===== src/rtl/assert_macros.svh =====
// ----------------------------------------------------------------------------
// Assertion macros
// Shared concurrent assertion wrappers; empty when SYNTH is defined.
// ----------------------------------------------------------------------------
`ifndef ASSERT_MACROS_SVH
`define ASSERT_MACROS_SVH

`ifndef SYNTH

// Checked on every rising edge, masked while synchronous reset is asserted.
`define ASSERT_SYNC(lbl, clk, rst_n, prop, msg) \
  lbl: assert property (@(posedge clk) disable iff (!rst_n) prop) else $error(msg);

// Checked on every rising edge, reset included.
`define ASSERT_ALWAYS(lbl, clk, prop, msg) \
  lbl: assert property (@(posedge clk) prop) else $error(msg);

`else

`define ASSERT_SYNC(lbl, clk, rst_n, prop, msg)
`define ASSERT_ALWAYS(lbl, clk, prop, msg)

`endif

`endif


===== src/rtl/adip_pkg.sv =====
// ----------------------------------------------------------------------------
// adip_pkg
// Shared constants and types of the ASCII decimal integer parser.
// ----------------------------------------------------------------------------
`default_nettype none

package adip_pkg;

  localparam int VALUE_WIDTH_DEF = 32;
  localparam int QUEUE_DEPTH_DEF = 2;
  localparam int CHAR_W          = 8;
  localparam int CFG_IDX_W       = 8;
  localparam int CFG_DATA_W      = 8;
  localparam int DIGIT_W         = 4;

  localparam logic [CHAR_W-1:0] CH_MINUS     = 8'h2D;
  localparam logic [CHAR_W-1:0] CH_ZERO      = 8'h30;
  localparam logic [CHAR_W-1:0] CH_NINE      = 8'h39;
  localparam logic [CHAR_W-1:0] SKIP_RESET   = 8'h01;
  localparam logic [CHAR_W-1:0] EOL_RESET    = 8'h0A;

  // configuration register indexes
  localparam logic [CFG_IDX_W-1:0] CFG_SKIP_CHAR = 8'd0;
  localparam logic [CFG_IDX_W-1:0] CFG_EOL_CHAR  = 8'd1;

  // classified character, one queue entry
  typedef struct packed {
    logic               timeout;
    logic               skip;
    logic               minus;
    logic               digit;
    logic               eol;
    logic [DIGIT_W-1:0] digit_val;
  } op_t;

endpackage

`default_nettype wire


===== src/rtl/adip_in_if.sv =====
// ----------------------------------------------------------------------------
// adip_in_if
// Character channel: one character or one timeout event per transaction.
// ----------------------------------------------------------------------------
`default_nettype none

interface adip_in_if;

  logic                         valid;
  logic                         ready;
  logic [adip_pkg::CHAR_W-1:0]  char_code;
  logic                         is_timeout;

  modport source (output valid, output char_code, output is_timeout, input ready);
  modport sink   (input valid, input char_code, input is_timeout, output ready);

endinterface

`default_nettype wire


===== src/rtl/adip_out_if.sv =====
// ----------------------------------------------------------------------------
// adip_out_if
// Result channel: one parsed number per transaction.
// ----------------------------------------------------------------------------
`default_nettype none

interface adip_out_if #(
  parameter int VALUE_WIDTH = adip_pkg::VALUE_WIDTH_DEF
);

  logic                          valid;
  logic                          ready;
  logic signed [VALUE_WIDTH-1:0] number_value;
  logic                          success;
  logic                          terminator_consumed;

  modport source (output valid, output number_value, output success,
                  output terminator_consumed, input ready);
  modport sink   (input valid, input number_value, input success,
                  input terminator_consumed, output ready);

endinterface

`default_nettype wire


===== src/rtl/adip_cfg_if.sv =====
// ----------------------------------------------------------------------------
// adip_cfg_if
// Register write channel: index and data per transaction.
// ----------------------------------------------------------------------------
`default_nettype none

interface adip_cfg_if;

  logic                             valid;
  logic                             ready;
  logic [adip_pkg::CFG_IDX_W-1:0]   wr_index;
  logic [adip_pkg::CFG_DATA_W-1:0]  wr_data;

  modport source (output valid, output wr_index, output wr_data, input ready);
  modport sink   (input valid, input wr_index, input wr_data, output ready);

endinterface

`default_nettype wire


===== src/rtl/adip_front.sv =====
// ----------------------------------------------------------------------------
// adip_front
// Holds the config registers and classifies each incoming character.
// ----------------------------------------------------------------------------
`default_nettype none

module adip_front (
  input  wire logic          clk,
  input  wire logic          rst_n,
  adip_in_if.sink            in_chan,
  adip_cfg_if.sink           cfg_chan,
  input  wire logic          q_ready,
  output logic               push,
  output adip_pkg::op_t      op
);

  logic [adip_pkg::CHAR_W-1:0] skip_r, skip_nxt;
  logic [adip_pkg::CHAR_W-1:0] eol_r,  eol_nxt;
  logic [adip_pkg::CHAR_W-1:0] c;

  assign cfg_chan.ready = 1'b1;
  assign in_chan.ready  = q_ready;
  assign push           = in_chan.valid & q_ready;

  always_comb begin
    skip_nxt = skip_r;
    eol_nxt  = eol_r;
    if (cfg_chan.valid) begin
      case (cfg_chan.wr_index)
        adip_pkg::CFG_SKIP_CHAR: skip_nxt = cfg_chan.wr_data;
        adip_pkg::CFG_EOL_CHAR:  eol_nxt  = cfg_chan.wr_data;
        default: ;
      endcase
    end
  end

  always_ff @(posedge clk) begin
    if (!rst_n) begin
      skip_r <= adip_pkg::SKIP_RESET;
      eol_r  <= adip_pkg::EOL_RESET;
    end else begin
      skip_r <= skip_nxt;
      eol_r  <= eol_nxt;
    end
  end

  // classification; the back end decides what each flag means in context
  always_comb begin
    c            = in_chan.char_code;
    op.timeout   = in_chan.is_timeout;
    op.skip      = (c == skip_r);
    op.minus     = (c == adip_pkg::CH_MINUS);
    op.digit     = (c >= adip_pkg::CH_ZERO) && (c <= adip_pkg::CH_NINE);
    op.eol       = (c == eol_r);
    op.digit_val = c[adip_pkg::DIGIT_W-1:0];
  end

endmodule

`default_nettype wire


===== src/rtl/adip_queue.sv =====
// ----------------------------------------------------------------------------
// adip_queue
// Short FIFO of classified characters between front and back end.
// ----------------------------------------------------------------------------
`default_nettype none

`include "assert_macros.svh"

module adip_queue #(
  parameter int DEPTH = adip_pkg::QUEUE_DEPTH_DEF
) (
  input  wire logic          clk,
  input  wire logic          rst_n,
  input  wire logic          push,
  input  wire adip_pkg::op_t din,
  output logic               ready,
  input  wire logic          pop,
  output logic               valid,
  output adip_pkg::op_t      dout
);

  localparam int PTR_W = (DEPTH > 1) ? $clog2(DEPTH) : 1;
  localparam int CNT_W = $clog2(DEPTH + 1);

  adip_pkg::op_t    mem_r [DEPTH];
  logic [PTR_W-1:0] wr_ptr_r, wr_ptr_nxt;
  logic [PTR_W-1:0] rd_ptr_r, rd_ptr_nxt;
  logic [CNT_W-1:0] cnt_r, cnt_nxt;

  assign ready = (cnt_r != CNT_W'(DEPTH));
  assign valid = (cnt_r != '0);
  assign dout  = mem_r[rd_ptr_r];

  always_comb begin
    wr_ptr_nxt = wr_ptr_r;
    rd_ptr_nxt = rd_ptr_r;
    cnt_nxt    = cnt_r;
    if (push) begin
      wr_ptr_nxt = (wr_ptr_r == PTR_W'(DEPTH - 1)) ? '0 : wr_ptr_r + 1'b1;
    end
    if (pop) begin
      rd_ptr_nxt = (rd_ptr_r == PTR_W'(DEPTH - 1)) ? '0 : rd_ptr_r + 1'b1;
    end
    case ({push, pop})
      2'b10:   cnt_nxt = cnt_r + 1'b1;
      2'b01:   cnt_nxt = cnt_r - 1'b1;
      default: cnt_nxt = cnt_r;
    endcase
  end

  always_ff @(posedge clk) begin
    if (!rst_n) begin
      wr_ptr_r <= '0;
      rd_ptr_r <= '0;
      cnt_r    <= '0;
    end else begin
      wr_ptr_r <= wr_ptr_nxt;
      rd_ptr_r <= rd_ptr_nxt;
      cnt_r    <= cnt_nxt;
    end
  end

  always_ff @(posedge clk) begin
    if (push) begin
      mem_r[wr_ptr_r] <= din;
    end
  end

  `ASSERT_SYNC(a_cnt_bound, clk, rst_n, cnt_r <= CNT_W'(DEPTH), "queue count overflow")
  `ASSERT_SYNC(a_pop_drains, clk, rst_n, (pop && !push) |=> (cnt_r == $past(cnt_r) - 1'b1), "queue count did not drop on pop")

endmodule

`default_nettype wire


===== src/rtl/adip_back.sv =====
// ----------------------------------------------------------------------------
// adip_back
// Number state machine, accumulator and registered result stage.
// ----------------------------------------------------------------------------
`default_nettype none

`include "assert_macros.svh"

module adip_back #(
  parameter int VALUE_WIDTH = adip_pkg::VALUE_WIDTH_DEF
) (
  input  wire logic          clk,
  input  wire logic          rst_n,
  input  wire logic          q_valid,
  input  wire adip_pkg::op_t op,
  output logic               pop,
  adip_out_if.source         out_chan
);

  logic                   in_num_r, in_num_nxt;
  logic                   neg_r,    neg_nxt;
  logic                   seen_r,   seen_nxt;
  logic [VALUE_WIDTH-1:0] acc_r,    acc_nxt;

  logic                   ovalid_r, ovalid_nxt;
  logic [VALUE_WIDTH-1:0] oval_r,   oval_nxt;
  logic                   osucc_r,  osucc_nxt;
  logic                   oterm_r,  oterm_nxt;

  logic                   emits;
  logic                   out_free;
  logic [VALUE_WIDTH-1:0] sval;
  logic [VALUE_WIDTH-1:0] acc10;

  // does the head item end a number (and so need the result register)
  assign emits    = op.timeout | (in_num_r & ~op.digit & ~op.skip);
  assign out_free = ~ovalid_r | out_chan.ready;
  assign pop      = q_valid & (~emits | out_free);

  assign sval  = neg_r ? (~acc_r + 1'b1) : acc_r;
  // acc*10 as shift-add, wraps at VALUE_WIDTH
  assign acc10 = (acc_r << 3) + (acc_r << 1) + VALUE_WIDTH'(op.digit_val);

  always_comb begin
    in_num_nxt = in_num_r;
    neg_nxt    = neg_r;
    seen_nxt   = seen_r;
    acc_nxt    = acc_r;
    ovalid_nxt = ovalid_r & ~out_chan.ready;
    oval_nxt   = oval_r;
    osucc_nxt  = osucc_r;
    oterm_nxt  = oterm_r;

    if (pop) begin
      if (op.timeout) begin
        // searching state holds zero everywhere, so one path covers both
        ovalid_nxt = 1'b1;
        oval_nxt   = sval;
        osucc_nxt  = seen_r;
        oterm_nxt  = 1'b0;
        in_num_nxt = 1'b0;
        neg_nxt    = 1'b0;
        seen_nxt   = 1'b0;
        acc_nxt    = '0;
      end else if (!in_num_r || op.digit || op.skip) begin
        // start or continue a number; skip test wins over minus and digit
        if (op.minus || op.digit || op.skip && in_num_r) begin
          in_num_nxt = 1'b1;
          if (op.skip) begin
          end else if (op.minus) begin
            neg_nxt = 1'b1;
          end else begin
            acc_nxt  = acc10;
            seen_nxt = 1'b1;
          end
        end
      end else begin
        // terminator
        ovalid_nxt = 1'b1;
        oval_nxt   = sval;
        osucc_nxt  = 1'b1;
        oterm_nxt  = op.eol;
        in_num_nxt = ~op.eol & op.minus;
        neg_nxt    = ~op.eol & op.minus;
        seen_nxt   = 1'b0;
        acc_nxt    = '0;
      end
    end
  end

  always_ff @(posedge clk) begin
    if (!rst_n) begin
      in_num_r <= 1'b0;
      neg_r    <= 1'b0;
      seen_r   <= 1'b0;
      acc_r    <= '0;
      ovalid_r <= 1'b0;
    end else begin
      in_num_r <= in_num_nxt;
      neg_r    <= neg_nxt;
      seen_r   <= seen_nxt;
      acc_r    <= acc_nxt;
      ovalid_r <= ovalid_nxt;
    end
  end

  always_ff @(posedge clk) begin
    oval_r  <= oval_nxt;
    osucc_r <= osucc_nxt;
    oterm_r <= oterm_nxt;
  end

  assign out_chan.valid               = ovalid_r;
  assign out_chan.number_value        = $signed(oval_r);
  assign out_chan.success             = osucc_r;
  assign out_chan.terminator_consumed = oterm_r;

  `ASSERT_SYNC(a_seen_in_num, clk, rst_n, seen_r |-> in_num_r, "digit seen outside a number")
  `ASSERT_SYNC(a_timeout_clears, clk, rst_n, (pop && op.timeout) |=> (!in_num_r && !neg_r && acc_r == '0), "timeout did not clear number state")
  `ASSERT_SYNC(a_emit_shows, clk, rst_n, (pop && emits) |=> ovalid_r, "ending item produced no result")

endmodule

`default_nettype wire


===== src/rtl/ascii_decimal_integer_parser.sv =====
// ----------------------------------------------------------------------------
// ascii_decimal_integer_parser
// Streams characters in, signed decimal integers out.
// ----------------------------------------------------------------------------
// Takes one character (or one timeout event) per transaction on in_chan and
// sustains one transaction per clock. While searching, characters are
// dropped until a minus or a digit starts a number; inside a number digits
// accumulate as value*10+digit (wrapping at VALUE_WIDTH bits), the skip
// character is ignored; only a minus that starts a number sets the sign.
// Any other character ends the number and produces one result on out_chan
// with success=1 and terminator_consumed telling whether it was the
// end-of-line character; a terminating minus that is not end-of-line starts
// the next number. A timeout always produces one result, success meaning at
// least one digit was seen. out_chan.valid rises once the ending character
// has passed through the queue entry and then the result register, while
// classification in the front and the shift-add accumulator update in the
// back are combinational.
// While a result waits, only the ending item at the queue head waits with
// it; in_chan.ready drops once the queue holds QUEUE_DEPTH entries.
// No clearing pass after reset. Configuration writes on cfg_chan (index 0:
// skip char, index 1: end-of-line char) are always taken and apply to
// characters accepted afterwards; write only while the parser is idle.
// ----------------------------------------------------------------------------
`default_nettype none

module ascii_decimal_integer_parser #(
  parameter int VALUE_WIDTH = adip_pkg::VALUE_WIDTH_DEF,
  parameter int QUEUE_DEPTH = adip_pkg::QUEUE_DEPTH_DEF
) (
  input  wire logic  clk,
  input  wire logic  rst_n,
  adip_in_if.sink    in_chan,
  adip_cfg_if.sink   cfg_chan,
  adip_out_if.source out_chan
);

  // front to queue
  logic          push;
  logic          q_ready;
  adip_pkg::op_t push_op;

  // queue to back
  logic          q_valid;
  logic          pop;
  adip_pkg::op_t head_op;

  // front: config registers, character classify
  adip_front u_front (
    .clk      (clk),
    .rst_n    (rst_n),
    .in_chan  (in_chan),
    .cfg_chan (cfg_chan),
    .q_ready  (q_ready),
    .push     (push),
    .op       (push_op)
  );

  // decouples the input handshake from result backpressure
  adip_queue #(
    .DEPTH (QUEUE_DEPTH)
  ) u_queue (
    .clk   (clk),
    .rst_n (rst_n),
    .push  (push),
    .din   (push_op),
    .ready (q_ready),
    .pop   (pop),
    .valid (q_valid),
    .dout  (head_op)
  );

  // back: number state, accumulator, result register
  adip_back #(
    .VALUE_WIDTH (VALUE_WIDTH)
  ) u_back (
    .clk      (clk),
    .rst_n    (rst_n),
    .q_valid  (q_valid),
    .op       (head_op),
    .pop      (pop),
    .out_chan (out_chan)
  );

endmodule

`default_nettype wire


===== src/flat_wrapper.sv =====
// flat-port wrapper written by rule: the top's interface ports become plain ports
module ascii_decimal_integer_parser_flat 
#(
  parameter int VALUE_WIDTH = adip_pkg::VALUE_WIDTH_DEF,
  parameter int QUEUE_DEPTH = adip_pkg::QUEUE_DEPTH_DEF
)
  (clk, rst_n, in_chan_valid, in_chan_char_code, in_chan_is_timeout, in_chan_ready, cfg_chan_valid, cfg_chan_wr_index, cfg_chan_wr_data, cfg_chan_ready, out_chan_valid, out_chan_number_value, out_chan_success, out_chan_terminator_consumed, out_chan_ready);
  adip_in_if in_chan_i ();
  adip_cfg_if cfg_chan_i ();
  adip_out_if #(.VALUE_WIDTH(VALUE_WIDTH)) out_chan_i ();
  input  wire logic clk;
  input  wire logic rst_n;
  input wire logic [$bits(in_chan_i.valid)-1:0] in_chan_valid;
  input wire logic [$bits(in_chan_i.char_code)-1:0] in_chan_char_code;
  input wire logic [$bits(in_chan_i.is_timeout)-1:0] in_chan_is_timeout;
  output wire logic [$bits(in_chan_i.ready)-1:0] in_chan_ready;
  input wire logic [$bits(cfg_chan_i.valid)-1:0] cfg_chan_valid;
  input wire logic [$bits(cfg_chan_i.wr_index)-1:0] cfg_chan_wr_index;
  input wire logic [$bits(cfg_chan_i.wr_data)-1:0] cfg_chan_wr_data;
  output wire logic [$bits(cfg_chan_i.ready)-1:0] cfg_chan_ready;
  output wire logic [$bits(out_chan_i.valid)-1:0] out_chan_valid;
  output wire logic [$bits(out_chan_i.number_value)-1:0] out_chan_number_value;
  output wire logic [$bits(out_chan_i.success)-1:0] out_chan_success;
  output wire logic [$bits(out_chan_i.terminator_consumed)-1:0] out_chan_terminator_consumed;
  input wire logic [$bits(out_chan_i.ready)-1:0] out_chan_ready;
  assign in_chan_i.valid = in_chan_valid;
  assign in_chan_i.char_code = in_chan_char_code;
  assign in_chan_i.is_timeout = in_chan_is_timeout;
  assign in_chan_ready = in_chan_i.ready;
  assign cfg_chan_i.valid = cfg_chan_valid;
  assign cfg_chan_i.wr_index = cfg_chan_wr_index;
  assign cfg_chan_i.wr_data = cfg_chan_wr_data;
  assign cfg_chan_ready = cfg_chan_i.ready;
  assign out_chan_valid = out_chan_i.valid;
  assign out_chan_number_value = out_chan_i.number_value;
  assign out_chan_success = out_chan_i.success;
  assign out_chan_terminator_consumed = out_chan_i.terminator_consumed;
  assign out_chan_i.ready = out_chan_ready;
  ascii_decimal_integer_parser #(.VALUE_WIDTH(VALUE_WIDTH), .QUEUE_DEPTH(QUEUE_DEPTH)) u_core (.clk(clk), .rst_n(rst_n), .in_chan(in_chan_i), .cfg_chan(cfg_chan_i), .out_chan(out_chan_i));
endmodule

===== config.mk =====
export PLATFORM = sky130hd
export DESIGN_NAME = ascii_decimal_integer_parser_flat
export DESIGN_NICKNAME = d
export VERILOG_FILES = /design/src/rtl/adip_pkg.sv /design/src/rtl/adip_in_if.sv /design/src/rtl/adip_out_if.sv /design/src/rtl/adip_cfg_if.sv /design/src/rtl/adip_front.sv /design/src/rtl/adip_queue.sv /design/src/rtl/adip_back.sv /design/src/rtl/ascii_decimal_integer_parser.sv /design/src/flat_wrapper.sv
export VERILOG_INCLUDE_DIRS = /design/src /design/src/rtl
export SDC_FILE = /design/constraint.sdc
export NUM_CORES = 1
export LEC_CHECK = 0
export BUFFER_PORTS_ARGS = -buffer_cell sky130_fd_sc_hd__buf_2
export CAP_MARGIN = 10
export CORE_AREA = 10 10 117 119
export DETAILED_ROUTE_END_ITERATION = 7
export DIE_AREA = 0 0 127 129
export PLACE_DENSITY = 0.78
export SLEW_MARGIN = 25
export SYNTH_ARGS = -nofsm -noshare
export SYNTH_HDL_FRONTEND = slang
export SYNTH_SLANG_ARGS = --single-unit
export TNS_END_PERCENT = 100

===== constraint.sdc =====
create_clock -name clk -period 4.7 [get_ports clk]
set_clock_uncertainty 0.2 [all_clocks]
set_input_delay 0.47 -clock clk [delete_from_list [all_inputs] [get_ports clk]]
set_output_delay 0.47 -clock clk [all_outputs]
set_load 0.01 [all_outputs]

* After elaboration in Yosys (flattened, before gate mapping)
Memory sizes are Yosys's and may differ from the RTL's. A register that Yosys moved wholly into a read port is not among the register bits.
Index checks and enable logic that the tools add are counted.
** Storage, ports and cells
- Word-level logic and storage cells :: 101
- Output and inout port bits :: 37
- Memories kept :: 1
- Input port bits :: 30
- Register bits :: 90
- Bits in writable memories :: 18
** Operators by class
- Reductions and logical operators :: 16
- Bitwise gates (word level) :: 16
- Order comparisons :: 2
- Multiplexer cells :: 34
- Eq/ne operators :: 12
- Add/sub/neg operators :: 7
** Memory list
- u_core.u_queue.mem_r :: words 2, width 9, rd ports 1, clocked after Yosys merged registers in 1, write ports 1, RTL line adip_queue.sv:25 : adip_pkg::op_t mem_r [DEPTH];
** Operators by type and width (count)
- $mux 32 :: 8
- $add 32x1->32 const B :: 1
- $add 32x32->32 :: 1
- $add 32x4->32 :: 1
- $not 32->32 :: 1
- $mux 1 :: 25
- $eq 8x8->1 :: 2
- $ne 3x3->1 const B :: 3
- $eq 8x1->1 const B :: 1
- $eq 8x6->1 const B :: 1
- $ge 8x6->1 const B :: 1
- $le 8x6->1 const B :: 1
- $logic_not 8->1 :: 1
- $reduce_and 2->1 :: 4
- $reduce_and 4->1 :: 2
- $and 1x1->1 :: 6
- $not 1->1 :: 6
- $logic_or 1x1->1 :: 4
- $ne 2x2->1 const B :: 2
- $pmux 2 s2 :: 1
- $reduce_bool 2->1 :: 2
- $ne 3x2->1 const B :: 1
- $or 1x1->1 :: 3
- $add 1x1->1 const B :: 2
- other kinds (6) :: 7

* Logic depth before layout (Yosys ltp)
Gate-level depths: netlist of the first run.
- Word-level depth :: 9
- Mapped depth :: 14
- Depth with buffers taken out :: 13

* Modules after synthesis
Synthesis of the first run repeated with hierarchy kept, for this count alone.
** Unflattened totals
- Cell total of the unflattened synthesis :: 690
- Area total of the unflattened synthesis :: 6752.7 µm²
** Modules (own cells, without submodules)
- adip_back :: instances 1, seq. area each 1741.7 µm², cells each 532, area an instance 4947.2 µm²
- adip_front :: instances 1, seq. area each 320.3 µm², cells each 108, area an instance 942.2 µm²
- adip_queue :: instances 1, seq. area each 640.6 µm², cells each 50, area an instance 863.3 µm²

* Worst setup path before layout of the first run
No wires, ideal clock.
- Path type :: register to register
- Start point :: register with a tool-made name
- End point :: register u_core.u_back.oval_r[0], in the netlist u_core.u_back.out_chan.number_value[0] (enable)
- Required time :: 4030 ps
- Cell stages (with the launch flop) :: 5
- Path slack :: 737 ps
- Clock period less this slack :: 3963 ps
- Setup time :: 470 ps
- Arrival :: 3293 ps
- Path buffers :: 0
- Path through :: dfxtp_1 nor3b_1 o21ai_1 and2_1 nor3_1
** RTL lines
- end signal: assignment :: RTL line adip_back.sv:108 : oval_r <= oval_nxt;
- end: declaration :: RTL line adip_back.sv:26 : logic [VALUE_WIDTH-1:0] oval_r, oval_nxt;

==> flow_metrics.env, run 1 <==
export IMPL_cts_buffer_depth=2
export IMPL_placed_cells=860
export IMPL_post_cts_resize_count=0
export IMPL_post_cts_setup_buffers=0
export IMPL_design_area_um2=7290
export IMPL_arrival_ns=4.04
export IMPL_clock_fmax_mhz=250
export IMPL_crit_family="compound AO/OA/AOI/OAI gates"
export IMPL_multi_input_area_um2=3720
export IMPL_n_antenna_cell=0
export IMPL_maxSlewViolCount=0
export IMPL_ir_drop_uv=304
export IMPL_syn_nets=759
export IMPL_dp_slack_ns=0.771
export IMPL_reg2reg_depth=12
export IMPL_max_slew_margin_rel=0.398
export IMPL_track_usage=0.177
export IMPL_io_pins=67
export IMPL_root_buffer="clkbuf_16"
export IMPL_synth_largest_area_cell="edfxtp_1"
export IMPL_ant_nets=0
export IMPL_critPathKind="register to register"
export IMPL_place_congestion=0.879
export IMPL_ys_types=61
export IMPL_setup_viol=0
export IMPL_power_density_nw_per_um2=391
export IMPL_path_max_fanout=14
export IMPL_r2r_end="u_core.u_back.acc_r[19]"
export IMPL_nets=820
export IMPL_syn2layout_area_growth_pct=11.3
export IMPL_maxCapViolCount=0
export IMPL_drt_iter0_drc=447
export IMPL_postSynth_asyncResetShare=0
export IMPL_dpl_cell_area_um2=7000
export IMPL_period_needed_ns=4.00
export IMPL_wl_per_cell_um=16.9
export IMPL_layoutNonFillerInstCount=876
export IMPL_crit_required_ns=4.74
export IMPL_syn_area_um2=6550
export IMPL_cts_max_level=3
export IMPL_rrSetupSlack_ns=0.70
export IMPL_rsz0062_at_grt="false"
export IMPL_fp_dieH_um=129
export IMPL_yosys_warnings=0
export IMPL_synthTopCellsByArea="edfxtp_1, dfxtp_1, ha_1"
export IMPL_cts_tree="yes"
export IMPL_crit_buf_inv=1
export IMPL_cp_cell_sequence="mux2i_1 -> fa_1 -> inv_1 -> ha_1 -> a211oi_1 -> nor2_1 -> o31ai_1 -> o22ai_1 -> o31a_1 -> o21a_1 -> or3_1 -> a32o_1"
export IMPL_globalRouteOverflowTotal=0
export IMPL_setup_slack_ns=0.702
export IMPL_core_area_um2=11300
export IMPL_dieArea_um2=16400
export IMPL_hp_start="in_chan_is_timeout"
export IMPL_post_route_period_util=0.851
export IMPL_path_depth=12
export IMPL_finalHoldViolCount=0
export IMPL_clk_latency_ns=0.35
export IMPL_drive_above_1_share=0.132
export IMPL_start_util=0.579
export IMPL_ys_flop_type="dfxtp_1"
export IMPL_wl_um=14800
export IMPL_vias=5213
export IMPL_cpPeakStageDelay_ns=0.66
export IMPL_grt_max_degree=39
export IMPL_whs_ns=0.114
export IMPL_drc_errors=0
export IMPL_worstMarginPinSlew_ns=0.900
export IMPL_io_buffers=65
export IMPL_antenna_found_initial=0
export IMPL_tns_ns=0
export IMPL_status="completed"
export IMPL_avgSynthCellArea_um2=9.82
export IMPL_via_per_inst=5.95
export IMPL_dr_pass1_iters=5
export IMPL_fp_row_count=39
export IMPL_synth_top_cell_area_share=0.238
export IMPL_setup_worst_path_start_class="register"
export IMPL_hold_path_end="u_core.u_queue.mem_r[1][8]"
export IMPL_chipWidth_um=127
export IMPL_holdPathStages=1
export IMPL_syn_inst=667
export IMPL_cp_end_kind="register"
export IMPL_path_clk_slew_ns=0.07
export IMPL_leakagePower_nw=3.21
export IMPL_ys_seq_area_frac=0.412
export IMPL_cts_made_buffers=9
export IMPL_ys_ff_latch=109
export IMPL_hp_class="input port to register"
export IMPL_grt_pass1_wl_um=24400
export IMPL_cts_sinks=109
export IMPL_nFillCells=898
export IMPL_seq_area_um2=2700
export IMPL_cts_hold_buffers=0
export IMPL_critPathSlowestCell="dfxtp_1"
export IMPL_grt_pass1_vias=5053
export IMPL_dp_hpwl_um=11200
export IMPL_synth_edff_count=52
-- layout by cell type, fill, tap and decap left out, types with 12 or more instances in the layout --
master	n
nor3_1	18
nand2_1	59
mux2i_1	25
o31ai_1	14
dfxtp_1	57
xnor2_1	59
buf_2	65
ha_1	60
a21oi_1	38
inv_1	12
edfxtp_1	52
o21ai_0	27
nor2_1	59
a21o_1	18
-- Yosys cell counts (3+ instances only) --
library cell  count
nor2_1           59
nand2b_1          6
inv_1            12
ha_1             60
xnor2_1          59
nand4_1          11
mux2i_1          25
or3_1             9
edfxtp_1         52
xor2_1           11
clkbuf_1          9
o21ai_1          11
o41ai_1           3
and2_1            5
a21oi_1          38
nand2_1          59
nor3b_1           3
a2111oi_0         4
and3_1            7
nand3_1          10
dfxtp_1          57
a211oi_1          5
nor2b_1           5
nor3_1           19
buf_1             5
a22oi_1           3
o21ai_0          27
o21a_1            8
o21bai_1          3
or2_2             4
o31ai_1          14
o31a_1            3
a21o_1           18
nor4_1            6
-- sequential cells by signal, summed over array words and instances, names as in the netlist, named ones only --
register                                    flops
u_core.u_back.acc_r                            32
u_core.u_back.in_num_r                          1
u_core.u_back.neg_r                             1
u_core.u_back.out_chan.number_value            32
u_core.u_back.out_chan.success                  1
u_core.u_back.out_chan.terminator_consumed      1
u_core.u_back.out_chan.valid                    1
u_core.u_back.seen_r                            1
u_core.u_front.eol_r                            8
u_core.u_front.skip_r                           8
u_core.u_queue.cnt_r                            2
u_core.u_queue.mem_r                           18
u_core.u_queue.rd_ptr_r                         1
u_core.u_queue.wr_ptr_r                         1
-- metrics by stage --
stage / util / total power, W
detailed placement: 0.618 / 0.00212
CTS: 0.644 / 0.00287
global placement: 0.618 / 0.00208
floorplan: - / 0.00187
global route: 0.644 / 0.00301
finish: 0.644 / 0.00286
-- final cells by class --
class                   instances  share of cell area
inverters                      12             0.00617
repair buffers                 69              0.0487
multi-input cells             527               0.510
well taps                     143              0.0245
flip-flops and latches        109               0.370
clock buffers                  11              0.0348
clock inverters                 5             0.00566
-- worst reg2reg max path, stage by stage (launching register included) --
cell and delay (ns):
dfxtp_1 0.66, mux2i_1 0.18, fa_1 0.56, inv_1 0.06
ha_1 0.31, a211oi_1 0.21, nor2_1 0.11, o31ai_1 0.30
o22ai_1 0.20, o31a_1 0.33, o21a_1 0.19, or3_1 0.32
a32o_1 0.25
-- layer usage --
layer / vias up / share of wire / routed length [um] / track usage
li1: 2565 / - / - / -
met2: 192 / 0.44 / 6520 / 0.271
met4: 0 / 0.0080 / 119 / 0.0516
met1: 2448 / 0.47 / 7000 / 0.245
met3: 8 / 0.078 / 1150 / 0.0402
met5: - / 0 / 0 / 0
-- kinds of logic (layout without fill, tap and decap cells) --
family                   Yosys count  count (layout)  share of synthesized area
multiplexers                      27              27                     0.0416
adder cells (fa/ha/maj)           62              62                      0.121
other                              1               1                   0.000572
AO/OA/AOI/OAI                    156             156                      0.154
AND/OR/NAND/NOR                  211             211                      0.156
flip-flops                       109             109                      0.412
buffers and inverters             31              97                     0.0210
XOR/XNOR                          70              70                     0.0936
-- worst max path at each step --
stage / end / slack [ns] / start
floorplan: u_core.u_back.out_chan.number_value[0] / 0.74 / register
global placement: u_core.u_back.acc_r[31] / 0.84 / register
detailed placement: u_core.u_back.acc_r[31] / 0.77 / register
CTS: u_core.u_back.acc_r[19] / 0.73 / register
global route: u_core.u_back.acc_r[31] / 0.45 / register
finish: u_core.u_back.acc_r[19] / 0.70 / register
-- power breakdown --
group | internal, W | switching, W | leakage, nW | total, W
Combinational | 0.000303 | 0.000547 | 2.11 | 0.000851
Sequential | 0.00118 | 0.0000762 | 0.956 | 0.00125
Clock | 0.000398 | 0.000354 | 0.143 | 0.000752
Total | 0.00188 | 0.000977 | 3.21 | 0.00286
No activity file was read; power rests on OpenSTA's default activity.
==> run 2, diff against run 1 <==
--- a/config.mk
+++ b/config.mk
@@ -6,7 +6,7 @@
 export SDC_FILE = /design/constraint.sdc
 export NUM_CORES = 1
 export LEC_CHECK = 0
-export BUFFER_PORTS_ARGS = -buffer_cell sky130_fd_sc_hd__buf_2
+export BUFFER_PORTS_ARGS = -buffer_cell sky130_fd_sc_hd__clkbuf_2
 export CAP_MARGIN = 10
 export CORE_AREA = 10 10 117 119
 export DETAILED_ROUTE_END_ITERATION = 7
==> run 2 against run 1 <==
  * First-iteration DRC count down 7.4%
  * Non-clock buffer count unchanged
  * Critical path type unchanged
  * Combinational power up 0.6%
  * Worst setup slack worse by 0.034 ns
  * Register-to-register slack worse by 0.03 ns
  * Cell count unchanged
  * Fmax down 0.84%
  * Worst hold slack worse by 0.0065 ns
  * Sequential share of layout area down 0.057 points
  * Sequential power about the same
==> flow_metrics.env, run 2 (same netlist as run 1, synthesis figures left out) <==
export IMPL_max_slew_margin_rel=0.367
export IMPL_drive_above_1_share=0.132
export IMPL_globalRouteOverflowTotal=0
export IMPL_clock_fmax_mhz=248
export IMPL_io_pins=67
export IMPL_crit_required_ns=4.75
export IMPL_layoutNonFillerInstCount=876
export IMPL_wl_um=15100
export IMPL_hp_class="input port to register"
export IMPL_crit_end="u_core.u_back.acc_r[19]"
export IMPL_dr_pass1_iters=5
export IMPL_fp_row_count=39
export IMPL_root_buffer="clkbuf_16"
export IMPL_maxSlewViolCount=0
export IMPL_cts_tree="yes"
export IMPL_power_density_nw_per_um2=397
export IMPL_rsz0062_at_grt="false"
export IMPL_post_route_period_util=0.858
export IMPL_grt_max_degree=35
export IMPL_via_per_inst=6.05
export IMPL_reg2reg_depth=12
export IMPL_design_area_um2=7310
export IMPL_setup_worst_path_start_class="register"
export IMPL_ir_drop_uv=269
export IMPL_cts_made_buffers=9
export IMPL_r2r_end="u_core.u_back.acc_r[19]"
export IMPL_rrSetupSlack_ns=0.67
export IMPL_start_util=0.579
export IMPL_core_area_um2=11300
export IMPL_cts_buffer_depth=2
export IMPL_drc_errors=0
export IMPL_grt_pass1_wl_um=25400
export IMPL_dieArea_um2=16400
export IMPL_wl_per_cell_um=17.2
export IMPL_path_clk_slew_ns=0.08
export IMPL_place_congestion=0.886
export IMPL_worstMarginPinSlew_ns=0.950
export IMPL_finalHoldViolCount=0
export IMPL_cts_sinks=109
export IMPL_placed_cells=860
export IMPL_period_needed_ns=4.03
export IMPL_post_cts_setup_buffers=0
export IMPL_tns_ns=0
export IMPL_path_max_fanout=14
export IMPL_io_buffers=65
export IMPL_finalPower_w=0.00290
export IMPL_vias=5299
export IMPL_setup_viol=0
export IMPL_cts_hold_buffers=0
export IMPL_cp_end_kind="register"
export IMPL_post_cts_resize_count=0
export IMPL_fin_util=0.645
export IMPL_status="completed"
export IMPL_syn2layout_area_growth_pct=11.5
export IMPL_grt_pass1_vias=5256
export IMPL_fp_dieH_um=129
export IMPL_arrival_ns=4.08
export IMPL_n_antenna_cell=0
export IMPL_final_cell_mix="clkbuf_2, ha_1, nor2_1, nand2_1, xnor2_1"
export IMPL_drt_iter0_drc=414
export IMPL_maxCapViolCount=0
export IMPL_leakagePower_nw=3.23
export IMPL_final_common_cell="clkbuf_2"
export IMPL_clk_latency_ns=0.35
export IMPL_dp_hpwl_um=11300
export IMPL_antenna_found_initial=0
export IMPL_critPathKind="register to register"
export IMPL_chipWidth_um=127
export IMPL_nets=820
export IMPL_track_usage=0.185
export IMPL_ant_nets=0
export IMPL_cts_max_level=3
export IMPL_dpl_cell_area_um2=7000
[run 2: changes by cell type in the layout (fill, tap and decap cells not counted), sizes merged]
cell and delta:
inv +1, clkbuf +63, buf -65, bufinv +1
[run 2: worst min-delay path by stage]
| stage | cells after the start | from | slack [ns] | end |
|---|---|---|---|---|
| after detailed placement | 2 | u_core.u_back.acc_r[31] | 0.28 | u_core.u_back.acc_r[31] |
| after global routing | 1 | in_chan_is_timeout | 0.1 | u_core.u_queue.mem_r[0][8] |
| after floorplan | 2 | u_core.u_back.acc_r[31] | 0.24 | u_core.u_back.acc_r[31] |
| final | 1 | in_chan_is_timeout | 0.11 | u_core.u_queue.mem_r[1][8] |
| after CTS | 1 | in_chan_is_timeout | 0.10 | u_core.u_queue.mem_r[0][8] |
| after global placement | 2 | u_core.u_back.seen_r | 0.27 | u_core.u_back.seen_r |
[run 2: layer usage]
metal	vias to the layer above	part of all wire	track usage
li1	2575	-	-
met1	2507	0.47	0.247
met2	194	0.44	0.286
met3	23	0.073	0.0427
met4	0	0.020	0.0683
met5	-	0	0
[run 2: worst max-delay path, stage by stage (launching register included)]
cell	delay (ns)
dfxtp_1	0.65
mux2i_1	0.31
fa_1	0.49
inv_1	0.10
ha_1	0.25
a211oi_1	0.22
nor2_1	0.12
o31ai_1	0.30
o22ai_1	0.19
o31a_1	0.34
o21a_1	0.20
or3_1	0.32
a32o_1	0.24
[run 2: stage by stage]
step	setup WS [ns]	hold slack, ns
6_report	0.668	0.107
5_1_grt	0.474	0.0987
3_5_place_dp	0.730	0.280
2_1_floorplan	0.737	0.238
4_1_cts	0.692	0.103
3_3_place_gp	0.843	0.270
[run 2: cell type report]
type / count / area, um^2
tap: 143 / 179
clock inverter: 7 / 81.3
clock buffer: 9 / 225
timing repair buffer: 69 / 355
multi-input combinational: 527 / 3720
sequential: 109 / 2700
inverter: 12 / 45.0
fill: 926 / 4020
[run 2: where the power goes]
part           switching (W)  total (W)  internal (W)  leakage, nW
clock network       0.000367   0.000789      0.000422        0.148
logic               0.000554   0.000856      0.000302         2.12
registers          0.0000779    0.00125       0.00118        0.956
total               0.000999    0.00290       0.00190         3.23
==> run 3, diff against run 2 <==
--- a/config.mk
+++ b/config.mk
@@ -8,12 +8,13 @@
 export LEC_CHECK = 0
 export BUFFER_PORTS_ARGS = -buffer_cell sky130_fd_sc_hd__clkbuf_2
 export CAP_MARGIN = 10
-export CORE_AREA = 10 10 117 119
+export CORE_AREA = 10 10 131 109
 export DETAILED_ROUTE_END_ITERATION = 7
-export DIE_AREA = 0 0 127 129
-export PLACE_DENSITY = 0.78
+export DIE_AREA = 0 0 141 119
+export PLACE_DENSITY = 0.79
 export SLEW_MARGIN = 25
 export SYNTH_ARGS = -nofsm -noshare
 export SYNTH_HDL_FRONTEND = slang
+export SYNTH_HIERARCHICAL = 1
 export SYNTH_SLANG_ARGS = --single-unit
 export TNS_END_PERCENT = 100
==> run 3 against run 2 <==
  * Synthesized cell count is 3.4% higher
  * Total power is 6.9% lower
  * Core utilization is 0.92 points lower
  * Worst setup slack better by 0.11 ns
  * Worst hold slack worse by 0.012 ns
  * Fmax is 2.7% higher
  * Critical endpoint is now u_core/u_back/acc_r[28]
  * Critical path depth stayed put
  * Via count is 1.4% higher
  * Combinational power is 21% lower
==> flow_metrics.env, run 3 <==
export IMPL_status="completed"
export IMPL_clk_latency_ns=0.36
export IMPL_finalHoldViolCount=0
export IMPL_power_frac_comb=0.249
export IMPL_io_pins=67
export IMPL_globalRouteOverflowTotal=0
export IMPL_post_cts_setup_buffers=0
export IMPL_drive_above_1_share=0.158
export IMPL_synth_top_cell_area_share=0.231
export IMPL_ys_types=70
export IMPL_syn_nets=782
export IMPL_dieArea_um2=16800
export IMPL_crit_required_ns=4.75
export IMPL_start_util=0.572
export IMPL_power_density_nw_per_um2=359
export IMPL_fp_dieH_um=119
export IMPL_cts_buffer_depth=2
export IMPL_cts_tree="yes"
export IMPL_ys_top_cells_by_count="nand2_1, ha_1, xnor2_1"
export IMPL_fin_util=0.636
export IMPL_yosysMostFrequentCell="nand2_1"
export IMPL_maxCapViolCount=0
export IMPL_setup_worst_path_start_class="register"
export IMPL_ys_seq_area_frac=0.400
export IMPL_ys_ff_latch=109
export IMPL_synth_edff_count=52
export IMPL_nets=832
export IMPL_syn_inst=690
export IMPL_final_cell_mix="nand2_1, clkbuf_2, xnor2_1, ha_1, dfxtp_1"
export IMPL_max_slew_margin_rel=0.318
export IMPL_wl_per_cell_um=17.4
export IMPL_syn2layout_area_growth_pct=11.2
export IMPL_p_int_w=0.00184
export IMPL_fp_row_count=36
export IMPL_dr_pass1_iters=5
export IMPL_cp_end_kind="register"
export IMPL_post_route_period_util=0.835
export IMPL_grt_pass1_wl_um=26000
export IMPL_dp_hpwl_um=11700
export IMPL_avgSynthCellArea_um2=9.79
export IMPL_synthTopCellsByArea="edfxtp_1, dfxtp_1, ha_1"
export IMPL_ys_flop_type="dfxtp_1"
export IMPL_whs_ns=0.0950
export IMPL_drt_iter0_drc=443
export IMPL_drc_errors=0
export IMPL_post_cts_resize_count=0
export IMPL_vias=5373
export IMPL_nFillCells=967
export IMPL_postSynth_asyncResetShare=0
export IMPL_track_usage=0.185
export IMPL_rsz0062_at_grt="false"
export IMPL_ant_nets=0
export IMPL_leakagePower_nw=3.20
export IMPL_swShare=0.319
export IMPL_rrSetupSlack_ns=0.77
export IMPL_cts_hold_buffers=0
export IMPL_place_congestion=0.950
export IMPL_yosys_warnings=6
export IMPL_design_area_um2=7510
export IMPL_setup_viol=0
export IMPL_path_clk_slew_ns=0.08
export IMPL_arrival_ns=3.97
export IMPL_clock_fmax_mhz=255
export IMPL_worstMarginPinSlew_ns=1.02
export IMPL_critPathKind="register to register"
export IMPL_grt_max_degree=35
export IMPL_via_per_inst=5.99
export IMPL_dpl_cell_area_um2=7160
export IMPL_path_max_fanout=9
export IMPL_n_antenna_cell=0
export IMPL_cts_max_level=3
export IMPL_p_switching_w=0.000860
export IMPL_io_buffers=65
export IMPL_cts_made_buffers=9
export IMPL_chipWidth_um=141
export IMPL_hp_class="input port to register"
export IMPL_wl_um=15600
export IMPL_syn_area_um2=6750
export IMPL_maxSlewViolCount=0
export IMPL_core_area_um2=11800
export IMPL_tns_ns=0
export IMPL_seqPwrFrac=0.448
export IMPL_grt_pass1_vias=5311
export IMPL_cts_sinks=109
export IMPL_antenna_found_initial=0
export IMPL_pwr_share_clk=0.302
export IMPL_ir_drop_uv=254
export IMPL_final_common_cell="nand2_1"
export IMPL_root_buffer="clkbuf_16"
export IMPL_period_needed_ns=3.93
export IMPL_synth_largest_area_cell="edfxtp_1"
run 3: changes by cell type after synthesis, moves of 9 or more:
cell	change
nand2_1	+19
nor2_1	-20
o21ai_0	+20
mux2i_1	-10
clkbuf_1	+10
nor3_1	-9
run 3: per-stage QoR:
step | setup slack, ns | instances | power, W
3_3_place_gp | 1.01 | 880 | 0.00185
2_1_floorplan | 1.30 | 690 | 0.00165
5_1_grt | 0.522 | 897 | 0.00282
3_5_place_dp | 0.820 | 880 | 0.00188
4_1_cts | 0.821 | 896 | 0.00270
6_report | 0.774 | 897 | 0.00270
run 3: cell families (layout without fill, tap and decap cells):
family | after synthesis | count (layout) | synth area share
flops | 109 | 109 | 0.400
other cells | 1 | 1 | 0.000555
buf+inv | 49 | 104 | 0.0324
fa+ha+maj | 62 | 62 | 0.117
compound gates | 169 | 169 | 0.165
simple gates | 205 | 205 | 0.155
mux | 24 | 24 | 0.0372
xor+xnor | 71 | 71 | 0.0921
run 3: area by class of cell:
class                   count  area, um^2  share of cell area
clock buffers               9         225              0.0300
multi-input cells         532        3840               0.512
well taps                 152         190              0.0253
inverters                  19        71.3             0.00950
repair buffers             69         375              0.0500
flip-flops and latches    109        2700               0.360
clock inverters             7        97.6              0.0130
run 3: final timing paths:
kind,startpoint,depth (start not counted),end
max reg2reg,register,12,u_core/u_back/acc_r[28]
min,in_chan_is_timeout,1,u_core/u_queue/mem_r[1][8]
min reg2reg,u_core/u_front/skip_r[2],2,u_core/u_front/skip_r[2]
max,register,12,u_core/u_back/acc_r[28]
run 3: power by group through the flow:
stage	combinational [W]	sequential [W]	clock, W
finish	0.000673	0.00121	0.000816
global route	0.000733	0.00122	0.000868
CTS	0.000648	0.00121	0.000836
detailed placement	0.000644	0.00124	0
global placement	0.000623	0.00123	0
floorplan	0.000380	0.00127	0
run 3: critical path: stages (launching register included):
cell and delay [ns]:
dfxtp_1 0.56, mux2_2 0.23, inv_1 0.05, fa_1 0.54
inv_1 0.08, fa_1 0.47, a21o_1 0.22, a221oi_1 0.49
nor2_1 0.13, o21a_1 0.24, a21oi_1 0.29, mux2i_1 0.23
nand2_1 0.07
run 3: per-layer routing:
metal	GRT usage	vias to the layer above	wire, um
met3	0.0481	28	985
li1	-	2622	-
met5	0	-	0
met1	0.236	2536	7000
met2	0.296	187	7270
met4	0.0702	0	323
